==> src/rtl/bic_pkg.sv <==
// ----------------------------------------------------------------------------
// bic_pkg
// types, constants and helper functions of the breath interval classifier
// ----------------------------------------------------------------------------
package bic_pkg;

  localparam int CAL_SAMPLES = 100;
  localparam int CNT_W       = 7;
  localparam int P_W         = 24;
  localparam int T_W         = 32;
  localparam int SUM_W       = 32;
  localparam int MAG_W       = 30;
  localparam int LIM_W       = 16;
  localparam int CNT_OUT_W   = 16;
  localparam int SUM3_W      = T_W + 2;
  localparam int DATA_W      = 56;

  localparam logic [CNT_W-1:0] CAL_COUNT = CNT_W'(CAL_SAMPLES);

  // reciprocal for the calibration mean, exact for magnitudes below 2**MAG_W
  localparam int MEAN_SHIFT = MAG_W + $clog2(CAL_SAMPLES);
  localparam longint MEAN_MULT_L = ((64'd1 << MEAN_SHIFT) + CAL_SAMPLES - 1) / CAL_SAMPLES;
  localparam logic [31:0] MEAN_MULT = 32'(MEAN_MULT_L);
  localparam int PROD_W = MAG_W + 32;

  // divide by three: radix-4 digits spread over pipeline stages
  localparam int DIV_STAGES  = 3;
  localparam int DIV_DIGITS  = 6;
  localparam int DIV_CHUNK_W = 2 * DIV_DIGITS;
  localparam int DIV_W       = DIV_STAGES * DIV_CHUNK_W;
  localparam int LAST        = DIV_STAGES - 1;

  localparam logic [LIM_W-1:0] SHORT_RESET = 16'd1000;
  localparam logic [LIM_W-1:0] LONG_RESET  = 16'd2000;

  localparam logic REG_SHORT = 1'b0;
  localparam logic REG_LONG  = 1'b1;

  typedef enum logic [1:0] {
    RATE_GOOD   = 2'd0,
    RATE_MEDIUM = 2'd1,
    RATE_BAD    = 2'd2
  } rating_t;

  typedef struct packed {
    logic                 run;
    logic                 detect;
    logic                 calibrating;
    logic                 inhaling;
    logic [CNT_OUT_W-1:0] inhale_count;
    logic [SUM3_W-1:0]    sum3;
  } bic_item_t;

  typedef struct packed {
    bic_item_t        item;
    logic [DIV_W-1:0] quo;
    logic [1:0]       rem;
  } bic_div_t;

  typedef struct packed {
    logic [1:0]             rem;
    logic [DIV_CHUNK_W-1:0] quo;
  } div_chunk_t;

  function automatic div_chunk_t div3_chunk(input logic [1:0] rem_in,
                                            input logic [DIV_CHUNK_W-1:0] chunk);
    div_chunk_t res;
    logic [3:0] v;
    logic [1:0] r;
    int         i;
    res = '0;
    r   = rem_in;
    for (i = DIV_DIGITS - 1; i >= 0; i--) begin
      v = {r, chunk[2*i +: 2]};
      if (v >= 4'd9) begin
        res.quo[2*i +: 2] = 2'd3;
        r = 2'(v - 4'd9);
      end else if (v >= 4'd6) begin
        res.quo[2*i +: 2] = 2'd2;
        r = 2'(v - 4'd6);
      end else if (v >= 4'd3) begin
        res.quo[2*i +: 2] = 2'd1;
        r = 2'(v - 4'd3);
      end else begin
        res.quo[2*i +: 2] = 2'd0;
        r = 2'(v);
      end
    end
    res.rem = r;
    return res;
  endfunction

endpackage

==> src/rtl/bic_tail.sv <==
// ----------------------------------------------------------------------------
// bic_tail
// interval mean divide-by-three pipeline, rating and output register
// ----------------------------------------------------------------------------
module bic_tail
  import bic_pkg::*;
(
  input  logic              clk,
  input  logic              rst,
  input  logic              in_valid,
  output logic              in_ready,
  input  bic_item_t         in_item,
  input  logic [LIM_W-1:0]  short_limit,
  input  logic [LIM_W-1:0]  long_limit,
  output logic              m_tvalid,
  input  logic              m_tready,
  // feedback, calibrating, inhaling, inhale_count, mean_interval, zero pad
  output logic [DATA_W-1:0] m_tdata
);

  bic_div_t              stg [DIV_STAGES-1];
  logic [DIV_STAGES-2:0] stg_valid;
  logic [T_W-1:0]        avg_hold;
  rating_t               rating_hold;

  bic_div_t              fd [DIV_STAGES];
  bic_div_t              nx [DIV_STAGES];
  logic [DIV_STAGES-1:0] fv;
  logic [DIV_STAGES-1:0] reg_free;
  logic [T_W-1:0]        avg_sel;
  rating_t               rate_sel;

  always_comb begin
    logic [DIV_W-1:0] dividend;
    div_chunk_t       step;
    int               k;
    fd[0]      = '0;
    fd[0].item = in_item;
    fv[0]      = in_valid;
    for (k = 1; k < DIV_STAGES; k++) begin
      fd[k] = stg[k-1];
      fv[k] = stg_valid[k-1];
    end
    for (k = 0; k < DIV_STAGES; k++) begin
      dividend = DIV_W'(fd[k].item.sum3);
      step     = div3_chunk(fd[k].rem,
                            dividend[DIV_W - (k+1)*DIV_CHUNK_W +: DIV_CHUNK_W]);
      nx[k]    = fd[k];
      nx[k].quo[DIV_W - (k+1)*DIV_CHUNK_W +: DIV_CHUNK_W] = step.quo;
      nx[k].rem = step.rem;
    end
    reg_free[LAST] = !m_tvalid || m_tready;
    for (k = LAST - 1; k >= 0; k--) begin
      reg_free[k] = !stg_valid[k] || reg_free[k+1];
    end
    in_ready = reg_free[0];
  end

  always_comb begin
    avg_sel = nx[LAST].item.detect ? nx[LAST].quo[T_W-1:0] : avg_hold;
    if (!nx[LAST].item.run) begin
      rate_sel = rating_hold;
    end else if (avg_sel < T_W'(short_limit)) begin
      rate_sel = RATE_BAD;
    end else if (avg_sel < T_W'(long_limit)) begin
      rate_sel = RATE_MEDIUM;
    end else begin
      rate_sel = RATE_GOOD;
    end
  end

  always_ff @(posedge clk) begin
    if (rst) begin
      stg_valid   <= '0;
      m_tvalid    <= 1'b0;
      avg_hold    <= '0;
      rating_hold <= RATE_GOOD;
    end else begin
      for (int k = 0; k < LAST; k++) begin
        if (reg_free[k]) begin
          stg_valid[k] <= fv[k];
        end
      end
      if (reg_free[LAST]) begin
        m_tvalid <= fv[LAST];
      end
      if (reg_free[LAST] && fv[LAST]) begin
        avg_hold    <= avg_sel;
        rating_hold <= rate_sel;
      end
    end
  end

  always_ff @(posedge clk) begin
    for (int k = 0; k < LAST; k++) begin
      if (reg_free[k] && fv[k]) begin
        stg[k] <= nx[k];
      end
    end
    if (reg_free[LAST] && fv[LAST]) begin
      m_tdata <= {4'b0, avg_sel, nx[LAST].item.inhale_count, nx[LAST].item.inhaling,
                  nx[LAST].item.calibrating, rate_sel};
    end
  end

endmodule

==> src/rtl/breath_interval_classifier.sv <==
// ----------------------------------------------------------------------------
// breath_interval_classifier
// calibrates on the first pressure samples, then detects inhales and rates
// the mean interval between them
// ----------------------------------------------------------------------------
// One sample transfer is taken per clock while the output side keeps up, and
// each gives one result via the item, divider stage and output registers.
// The detector state is updated in the cycle a sample is accepted; the mean
// of the last three intervals is divided by three across three pipeline
// stages of six radix-4 digits each, and the last stage also rates the mean
// against short_limit and long_limit. The calibration mean is taken with one
// reciprocal multiply on the sample that completes calibration.
module breath_interval_classifier
  import bic_pkg::*;
(
  input  logic              clk,
  input  logic              rst,
  input  logic              s_tvalid,
  output logic              s_tready,
  // pressure [23:0], time_ms [55:24]
  input  logic [DATA_W-1:0] s_tdata,
  output logic              m_tvalid,
  input  logic              m_tready,
  // feedback [1:0], calibrating [2], inhaling [3], inhale_count [19:4],
  // mean_interval [51:20], zero [55:52]
  output logic [DATA_W-1:0] m_tdata,
  input  logic              psel,
  input  logic              penable,
  input  logic              pwrite,
  input  logic [2:0]        paddr,
  input  logic [31:0]       pwdata,
  output logic [31:0]       prdata,
  output logic              pready
);

  logic [LIM_W-1:0]        short_limit;
  logic [LIM_W-1:0]        long_limit;
  logic [CNT_W-1:0]        sample_count, sample_count_next;
  logic                    in_calibration, in_calibration_next;
  logic                    first_pending, first_pending_next;
  logic signed [SUM_W-1:0] sum_acc, sum_acc_next;
  logic signed [P_W-1:0]   cal_min, cal_min_next;
  logic signed [P_W-1:0]   cal_max, cal_max_next;
  logic signed [P_W-1:0]   window [3];
  logic signed [P_W-1:0]   window_next [3];
  logic [T_W-1:0]          stamp_window [3];
  logic [T_W-1:0]          stamp_window_next [3];
  logic [T_W-1:0]          interval_window [3];
  logic [T_W-1:0]          interval_window_next [3];
  logic [T_W-1:0]          last_inhale, last_inhale_next;
  logic [CNT_OUT_W-1:0]    inhale_total, inhale_total_next;
  logic                    scan_inhale, scan_inhale_next;
  logic                    a_valid, a_valid_next;
  bic_item_t               a_item, a_item_next;

  logic                    tail_ready;
  logic                    s_fire;
  logic                    cfg_write;

  logic signed [P_W-1:0]   p;
  logic [T_W-1:0]          now;
  logic signed [P_W-1:0]   base_min, base_max;
  logic signed [SUM_W-1:0] sum_new;
  logic [CNT_W-1:0]        cnt_new;
  logic                    cal_done;
  logic                    mean_neg;
  logic [MAG_W-1:0]        mean_mag;
  logic [PROD_W-1:0]       mean_prod;
  logic [P_W-1:0]          mean_q;
  logic signed [P_W-1:0]   mean;
  logic signed [P_W-1:0]   mx01, mx, mn01, mn;
  logic                    det_hit;
  logic                    scan_mid;
  logic [T_W-1:0]          i_new;
  logic [SUM3_W-1:0]       sum3;

  assign pready    = 1'b1;
  assign cfg_write = psel && penable && pwrite && pready;
  assign s_tready  = !a_valid || tail_ready;
  assign s_fire    = s_tvalid && s_tready;

  always_ff @(posedge clk) begin
    if (rst) begin
      short_limit <= SHORT_RESET;
      long_limit  <= LONG_RESET;
    end else if (cfg_write) begin
      case (paddr[2])
        REG_SHORT: short_limit <= pwdata[LIM_W-1:0];
        REG_LONG:  long_limit  <= pwdata[LIM_W-1:0];
        default: ;
      endcase
    end
  end

  always_comb begin
    case (paddr[2])
      REG_SHORT: prdata = {16'b0, short_limit};
      REG_LONG:  prdata = {16'b0, long_limit};
      default:   prdata = '0;
    endcase
  end

  // calibration datapath
  always_comb begin
    p         = signed'(s_tdata[P_W-1:0]);
    now       = s_tdata[P_W +: T_W];
    base_min  = first_pending ? p : cal_min;
    base_max  = first_pending ? p : cal_max;
    sum_new   = sum_acc + SUM_W'(p);
    cnt_new   = sample_count + CNT_W'(1);
    cal_done  = (cnt_new == CAL_COUNT);
    mean_neg  = sum_new[SUM_W-1];
    mean_mag  = MAG_W'(mean_neg ? -sum_new : sum_new);
    mean_prod = PROD_W'(mean_mag) * PROD_W'(MEAN_MULT);
    mean_q    = P_W'(mean_prod >> MEAN_SHIFT);
    mean      = mean_neg ? signed'(-mean_q) : signed'(mean_q);
  end

  // detector datapath
  always_comb begin
    mx01     = (window[1] > window[2]) ? window[1] : window[2];
    mx       = (mx01 > p) ? mx01 : p;
    mn01     = (window[1] < window[2]) ? window[1] : window[2];
    mn       = (mn01 < p) ? mn01 : p;
    det_hit  = !scan_inhale && (mx <= cal_min);
    scan_mid = scan_inhale || det_hit;
    i_new    = now - last_inhale;
    sum3     = SUM3_W'(interval_window[1]) + SUM3_W'(interval_window[2]) + SUM3_W'(i_new);
  end

  always_comb begin
    sample_count_next   = sample_count;
    in_calibration_next = in_calibration;
    first_pending_next  = first_pending;
    sum_acc_next        = sum_acc;
    cal_min_next        = cal_min;
    cal_max_next        = cal_max;
    window_next          = window;
    stamp_window_next    = stamp_window;
    interval_window_next = interval_window;
    last_inhale_next    = last_inhale;
    inhale_total_next   = inhale_total;
    scan_inhale_next    = scan_inhale;
    a_valid_next        = s_tready ? s_tvalid : a_valid;
    a_item_next         = a_item;
    if (s_fire) begin
      first_pending_next = 1'b0;
      if (in_calibration) begin
        sum_acc_next      = sum_new;
        cal_min_next      = (p < base_min) ? p : base_min;
        cal_max_next      = (p > base_max) ? p : base_max;
        sample_count_next = cnt_new;
        if (cal_done) begin
          in_calibration_next = 1'b0;
          for (int k = 0; k < 3; k++) begin
            window_next[k]          = mean;
            stamp_window_next[k]    = now;
            interval_window_next[k] = T_W'(mean);
          end
          last_inhale_next  = now;
          scan_inhale_next  = 1'b0;
          inhale_total_next = '0;
        end
      end else begin
        window_next[0]          = window[1];
        window_next[1]          = window[2];
        window_next[2]          = p;
        stamp_window_next[0]    = stamp_window[1];
        stamp_window_next[1]    = stamp_window[2];
        stamp_window_next[2]    = now;
        interval_window_next[0] = interval_window[1];
        interval_window_next[1] = interval_window[2];
        interval_window_next[2] = i_new;
        if (det_hit) begin
          last_inhale_next = stamp_window[1];
          if (inhale_total != {CNT_OUT_W{1'b1}}) begin
            inhale_total_next = inhale_total + CNT_OUT_W'(1);
          end
        end
        scan_inhale_next = scan_mid && !(mn >= cal_max);
      end
      a_item_next.run          = !in_calibration;
      a_item_next.detect       = !in_calibration && det_hit;
      a_item_next.calibrating  = in_calibration_next;
      a_item_next.inhaling     = scan_inhale_next;
      a_item_next.inhale_count = inhale_total_next;
      a_item_next.sum3         = sum3;
    end
  end

  always_ff @(posedge clk) begin
    if (rst) begin
      sample_count   <= '0;
      in_calibration <= 1'b1;
      first_pending  <= 1'b1;
      sum_acc        <= '0;
      last_inhale    <= '0;
      inhale_total   <= '0;
      scan_inhale    <= 1'b0;
      a_valid        <= 1'b0;
    end else begin
      sample_count   <= sample_count_next;
      in_calibration <= in_calibration_next;
      first_pending  <= first_pending_next;
      sum_acc        <= sum_acc_next;
      last_inhale    <= last_inhale_next;
      inhale_total   <= inhale_total_next;
      scan_inhale    <= scan_inhale_next;
      a_valid        <= a_valid_next;
    end
  end

  always_ff @(posedge clk) begin
    cal_min         <= cal_min_next;
    cal_max         <= cal_max_next;
    window          <= window_next;
    stamp_window    <= stamp_window_next;
    interval_window <= interval_window_next;
    a_item          <= a_item_next;
  end

  bic_tail u_tail (
    .clk         (clk),
    .rst         (rst),
    .in_valid    (a_valid),
    .in_ready    (tail_ready),
    .in_item     (a_item),
    .short_limit (short_limit),
    .long_limit  (long_limit),
    .m_tvalid    (m_tvalid),
    .m_tready    (m_tready),
    .m_tdata     (m_tdata)
  );

endmodule

==> config.mk <==
export PLATFORM = sky130hd
export DESIGN_NAME = breath_interval_classifier
export DESIGN_NICKNAME = d
export VERILOG_FILES = /design/src/rtl/bic_pkg.sv /design/src/rtl/bic_tail.sv /design/src/rtl/breath_interval_classifier.sv
export SDC_FILE = /design/constraint.sdc
export NUM_CORES = 2
export LEC_CHECK = 0
export ABC_AREA = 1
export BUFFER_PORTS_ARGS = -buffer_cell sky130_fd_sc_hd__buf_2
export CORE_ASPECT_RATIO = 1.75
export CORE_UTILIZATION = 58
export DETAILED_ROUTE_END_ITERATION = 12
export PLACE_DENSITY = 0.88
export SLEW_MARGIN = 20
export SYNTH_ARGS = -nofsm -noshare
export SYNTH_HDL_FRONTEND = slang
export SYNTH_SLANG_ARGS = --single-unit
==> constraint.sdc <==
create_clock -name clk -period 10.3 [get_ports clk]
set_input_delay 0.515 -clock clk [delete_from_list [all_inputs] [get_ports clk]]
set_output_delay 0.515 -clock clk [all_outputs]
set_load 0.005 [all_outputs]
# After elaboration in Yosys (flattened, before gate mapping)
# Memory sizes are Yosys's and may differ from the RTL's.
# Index checks and enable logic that the tools add are counted.
dict set report op_classes {
  n_addsub 56
  magnitude_cmp 61
  reduce_logical 27
  mux 135
  bitwise 1
  eq_ne 3
  multipliers 1
}
# operator count
set ops {}
lappend ops {{64-bit 2-to-1 mux} 4}
lappend ops {{24-bit 2-to-1 mux} 9}
lappend ops {{2-bit 2-to-1 mux} 84}
lappend ops {{32-bit 2-to-1 mux} 4}
lappend ops {{48-bit 2-to-1 mux} 2}
lappend ops {{24-bit greater-than comparator} 3}
lappend ops {{24-bit less-than comparator} 3}
lappend ops {{4-bit by 2-bit greater-or-equal comparator with 1-bit output, second input constant} 16}
lappend ops {{4-bit by 3-bit greater-or-equal comparator with 1-bit output, second input constant} 16}
lappend ops {{4-bit greater-or-equal comparator, second input constant} 16}
lappend ops {{32-bit by 16-bit less-than comparator with 1-bit output} 2}
lappend ops {{16-bit 2-to-1 mux} 4}
lappend ops {{32-bit one-hot mux with 2 select lines} 1}
lappend ops {{2-bit subtractor, second input constant} 32}
lappend ops {{30-bit by 31-bit multiplier with 61-bit output, second input constant} 1}
lappend ops {{33-bit by 32-bit adder with 34-bit output} 1}
lappend ops {{32-bit by 32-bit adder with 33-bit output} 1}
lappend ops {{32-bit by 24-bit adder with 32-bit output} 1}
lappend ops {{2-bit by 1-bit subtractor with 2-bit output, second input constant} 16}
lappend ops {{32-bit subtractor} 1}
lappend ops {{30-bit 2-to-1 mux} 1}
lappend ops {{30-bit negation} 1}
lappend ops {{1-bit 2-to-1 mux} 26}
lappend ops {{24-bit greater-or-equal comparator} 1}
lappend ops {{17 further kinds} 38}
dict set report word_totals {
  input_bits 98
  wordCells 315
  out_inout_bits 91
  ff_bits 490
  mem_bits_rw 184
  mem_count 1
}
# name depth word_bits rd rd_clocked_by_memory_dff wr line
set mem_list {}
lappend mem_list {u_tail.stg 2 92 2 0 2 bic_tail.sv:21} ;# bic_div_t stg [DIV_STAGES-1];

# Logic depth before layout (Yosys ltp)
# An unclocked memory read counts as a cell.
dict set report depth {
  depth_word 30
  mapped_depth 71
  mapped_depth_nobuf 69
}

# Modules after synthesis
# A second synthesis with hierarchy kept.
dict set report unflattened {
  hier_cells 6918
  hier_area_um2 56221.4
}
# module area_each_um2 n_inst cells_per_inst seq_area_each_um2
set by_module_without_submodules {}
lappend by_module_without_submodules {breath_interval_classifier 46231.8 1 5958 10810.4}
lappend by_module_without_submodules {bic_tail 9989.6 1 960 5545.3}

# Worst setup path after synthesis
# No wires, ideal clock.
dict set report synth_timing {
  kind {input -> register}
  startpoint {in s_tdata[0]}
  endpoint {reg interval_window[23] (netlist name), data pin}
  path_stages 63
  slack_ps -1044
  required_time_ps 10042
  setup_time_ps 258
  arrival_time_ps 11086
  path_buffers 1
  cell_sequence {ha_1 > inv_1 > fa_1 > o31ai_1 > nand3_1 > nand2_1 > nand4_1 > nand2_1 > nand2_1 > nand2_1 > a21oi_1 > o21ai_1 > nand3_1 > nand2_1 > nand3_1 > nand2_1 > nand2_1 > nand2_1 > (+27 left out) > o21ai_0 > or2_2 > a21o_1 > a21oi_1 > o31ai_1 > a21oi_1 > xor2_1 > inv_1 > nor2_1 > inv_1 > nor3_1 > nand4_1 > nand3b_1 > nand2_1 > nand2_1 > nand3_1 > buf_2 > nand2_1}
}
dict set report synth_between {
  elab_chain_len 8
}
# element line
set synth_rtl {}
lappend synth_rtl {{start, declared} breath_interval_classifier.sv:21} ;# input logic [DATA_W-1:0] s_tdata,
lappend synth_rtl {{32-bit by 24-bit adder with 32-bit output *} breath_interval_classifier.sv:109} ;# sum_new = sum_acc + SUM_W'(p);
lappend synth_rtl {{30-bit negation} breath_interval_classifier.sv:113} ;# mean_mag = MAG_W'(mean_neg ? -sum_new : sum_new);
lappend synth_rtl {{30-bit 2-to-1 mux} breath_interval_classifier.sv:113}
lappend synth_rtl {{30-bit by 31-bit multiplier with 61-bit output} breath_interval_classifier.sv:114} ;# mean_prod = PROD_W'(mean_mag) * PROD_W'(MEAN_MULT);
lappend synth_rtl {{24-bit negation} breath_interval_classifier.sv:116} ;# mean = mean_neg ? signed'(-mean_q) : signed'(mean_q);
lappend synth_rtl {{24-bit 2-to-1 mux *} breath_interval_classifier.sv:116}
lappend synth_rtl {{64-bit 2-to-1 mux *} breath_interval_classifier.sv:153} ;# if (cal_done) begin
lappend synth_rtl {{64-bit 2-to-1 mux *} breath_interval_classifier.sv:148} ;# if (in_calibration) begin
lappend synth_rtl {{end signal, assigned} breath_interval_classifier.sv:218} ;# interval_window <= interval_window_next;
lappend synth_rtl {{end, declared} breath_interval_classifier.sv:48} ;# logic [T_W-1:0] interval_window [3];
# Mark *: on every way between the ends. The rest lies on a longest branch, timed or not. The select of a mux whose other input is x is not followed.
# A chain may end at the register's enable or synchronous reset.

# Worst setup path after layout
dict set report layout_timing {
  startpoint {reg sum_acc[1]}
  endpoint {reg interval_window[26] (netlist name), data pin}
}
dict set report layout_between {
  elab_chain_len 8
}
# element line
set layout_rtl {}
lappend layout_rtl {{start, declared} breath_interval_classifier.sv:41} ;# logic signed [SUM_W-1:0] sum_acc, sum_acc_next;
lappend layout_rtl {{start signal, assigned} breath_interval_classifier.sv:205} ;# sum_acc <= sum_acc_next;
lappend layout_rtl {{32-bit by 24-bit adder with 32-bit output *} breath_interval_classifier.sv:109}
lappend layout_rtl {{30-bit negation} breath_interval_classifier.sv:113}
lappend layout_rtl {{30-bit 2-to-1 mux} breath_interval_classifier.sv:113}
lappend layout_rtl {{30-bit by 31-bit multiplier with 61-bit output} breath_interval_classifier.sv:114}
lappend layout_rtl {{24-bit negation} breath_interval_classifier.sv:116}
lappend layout_rtl {{24-bit 2-to-1 mux *} breath_interval_classifier.sv:116}
lappend layout_rtl {{64-bit 2-to-1 mux *} breath_interval_classifier.sv:153}
lappend layout_rtl {{64-bit 2-to-1 mux *} breath_interval_classifier.sv:148}
# Marks and branches as above.

==> impl_metrics.csv <==
group,metric,value,unit
global_routing,antenna_found_initial,4,
worst_setup_path,endpoint_kind,"flip-flop",
worst_setup_path,r2r_start,"sum_acc[1]",
placed_design,hpwlAfterDp,117000,um
yosys,synth_commonest_cells,"inv_1, nand2_1, ha_1, o21ai_0, edfxtp_1",
sta,slew_violations,0,
placed_design,gp_congestion,1.06,
global_routing,grt_usage,0.341,
clocking,cts_max_level,2,
sta,fin_crit,11650,ps
drt,drt-vias-per-instance,5.69,
worst_setup_path,r2r_cells,63,
run,maxCapViolations,0,
drt,ant_nets,0,
run_status,violations,"setup timing",
layout,area_growth,20.3,%
drt,vias,43800,
global_routing,grt_pass1_wl,234000,um
floorplanning,fp.dieW,227,um
clocking,ctsRootBufferMaster,"clkbuf_16",
yosys,synth.most_common_cell,"inv_1",
sta,finClkSkew,30.9,ps
placed_design,port_buffers,149,
clocking,cts.sinks,598,
yosys,synth_top_cell_area_share,0.256,
placed_design,dp.cells,7500,
yosys,yosysTopAreaCell,"edfxtp_1",
yosys,avgSynthCellArea,8.93,sq um
clocking,cts_buffers,55,
sta,worst_pin_slew,1140,ps
layout,fin_cells,7689,
worst_setup_path,reg2reg_slack,-1350,ps
global_routing,grt_max_degree,177,
yosys,synthArstFlopShare,0,
drt,routed_wl,154000,um
floorplanning,std_cell_rows,144,
yosys,synth_area_leaders,"edfxtp_1, ha_1, fa_1",
sta,finalSetupViolCount,108,
worst_setup_path,max_stage_delay,570,ps
worst_setup_path,r2r-end,"interval_window[26]",
clocking,cts_hold_buf,0,
worst_setup_path,cp.arrival,12050,ps
floorplanning,start_util,0.585,
sta,fin_crit_sh,1.13,
layout,drive_gt1_frac,0.203,
worst_setup_path,critPathMaxFanout,5,
drt,wl_per_cell,20.0,um
worst_setup_path,cp-start-kind,"flip-flop",
clocking,cts_buffer_depth,3,
yosys,synth_warnings,0,
worst_setup_path,crit_slowest_cell,"fa_1",
drt,drt-pass1-iter-count,8,
min_path,holdPathEnd,"stamp_window[0]",
yosys,yosysUniqueCellTypes,67,
placed_design,placed_area,57700,sq um
layout,final_nets,7638,
min_path,hp-start,"s_tdata[24]",
sta,setup_ws,-1350,ps
clocking,insertion_delay,660,ps
clocking,cts_tree,"built",
yosys,synthCells,5744,
drt,drcViolationCount,0,
global_routing,grt_overflow,0,
worst_setup_path,critical_path_class,"flip-flop to flip-flop",
clocking,cts.reportedPaths.clkPinSlew,70,ps
worst_setup_path,cp_common_cell,"nand2_1",
yosys,netlist_area,51300,sq um
worst_setup_path,required,10700,ps
yosys,synth_edf_count,438,
floorplanning,core,87700,sq um
sta,grt_setup_unrepaired,"true",
layout,fillers,6125,
min_path,whs_path_depth,1,
floorplanning,design.die.area,89700,sq um
drt,drtIter0Drc,3331,
floorplanning,die_y,395,um
layout,final_cell_area,61700,sq um
min_path,holdCritPathClass,"primary input to flip-flop",
yosys,ys_ff_latch,598,
run_status,status,"complete, but fails checks",
yosys,ys_seq_area_frac,0.319,
sta,hold_viol_final,0,
sta,relSlewSlack,0.243,
global_routing,grt_pass1_vias,45300,
yosys,synth-main-ff-cell,"edfxtp_1",
floorplanning,io_pins,189,
sta,max_clock_freq,85.9,MHz
[metrics by stage]
step           hold WS, ps   util  setup slack, ps  setup TNS [ps]
2_1_floorplan          400      -             -316          -12610
3_3_place_gp           401  0.658            -1470         -126630
3_5_place_dp           405  0.658            -1620         -142150
4_1_cts               43.1  0.693             -744          -54830
5_1_grt               56.0  0.704            -1720         -144830
6_report              71.3  0.704            -1350         -103070
[area by class of cell]
| class | instances | area (sq um) | share of cell area |
|---|---|---|---|
| Multi-Input combinational cell | 3787 | 31600 | 0.512 |
| Sequential cell | 598 | 16400 | 0.265 |
| Timing Repair Buffer | 799 | 5810 | 0.0940 |
| Inverter | 1230 | 4640 | 0.0752 |
| Clock buffer | 70 | 1470 | 0.0239 |
| Tap cell | 1168 | 1460 | 0.0237 |
| Clock inverter | 33 | 399 | 0.00646 |
| Antenna cell | 4 | 10.0 | 0.000162 |
[worst max-delay path by stage]
| stage | startpoint | endpoint | slack [ps] | cells after the start |
|---|---|---|---|---|
| floorplan | s_tdata[0] | interval_window[23] | -320 | 60 |
| global placement | s_tdata[0] | interval_window[62] | -1470 | 58 |
| detailed placement | s_tdata[0] | window[43] | -1620 | 57 |
| CTS | sum_acc[0] | window[22] | -740 | 55 |
| global route | sum_acc[0] | interval_window[26] | -1720 | 56 |
| finish | sum_acc[1] | interval_window[26] | -1350 | 63 |
[cell families after synthesis]
logic type	synth area share
compound gates	0.124
xor+xnor	0.0264
fa+ha+maj	0.314
buf+inv	0.103
flops	0.319
other cells	0.000146
simple gates	0.113
[metal layers]
metal / share of wire / track usage
met1: 0.33 / 0.336
met2: 0.50 / 0.607
met3: 0.061 / 0.0533
met4: 0.11 / 0.305
met5: 0.000085 / 0
[critical path: cells and delay by family (launching register included)]
kind | cells | cell delay (ps)
buffers and inverters | 11 | 940
xor gates and xnor gates | 3 | 460
DFF | 1 | 360
adders and majority gates | 11 | 4660
and+or+nand+nor | 29 | 3290
AOI/OAI and AO/OA | 9 | 1660
[sequential cells by signal (all words and copies together), names as in the netlist, 24 cells and up]
| signal | cells |
|---|---|
| cal_max | 24 |
| stamp_window | 64 |
| u_tail.m_tdata | 52 |
| a_item | 54 |
| window | 48 |
| u_tail.stg | 108 |
| last_inhale | 32 |
| interval_window | 64 |
| cal_min | 24 |
| sum_acc | 32 |
| u_tail.avg_hold | 32 |
[placed cells by master (no fill, tap or decap), types with 24 or more instances in the layout]
cell,synthesis,routed
a21oi_1,437,412
a21oi_2,2,24
a31oi_1,49,42
buf_2,7,149
buf_4,21,621
clkbuf_16,0,57
dfxtp_1,160,157
edfxtp_1,438,438
fa_1,366,334
fa_2,0,32
ha_1,703,660
ha_4,0,33
inv_1,1210,1156
inv_2,15,62
nand2_1,840,788
nand2_2,10,53
nand3_1,136,125
nand4_1,42,42
nor2_1,235,206
nor2_2,3,24
nor3_1,37,26
o211ai_1,37,37
o21ai_0,460,402
o21ai_1,41,77
o21ai_2,8,25
or2_2,44,42
xnor2_1,47,36
xor2_1,104,85
[timing repair]
| action | 4_1_cts | 5_1_grt |
|---|---|---|
| gates resized for setup | 180 | 168 |
| buffers inserted | 54 | 28 |
| setup endpoints to repair | 108 | 115 |
| pin swaps | 116 | 151 |
| gates cloned | 0 | 3 |
Power is not shown: default switching activity piles up to over one toggle a cycle in this logic, so the estimate is an artifact.
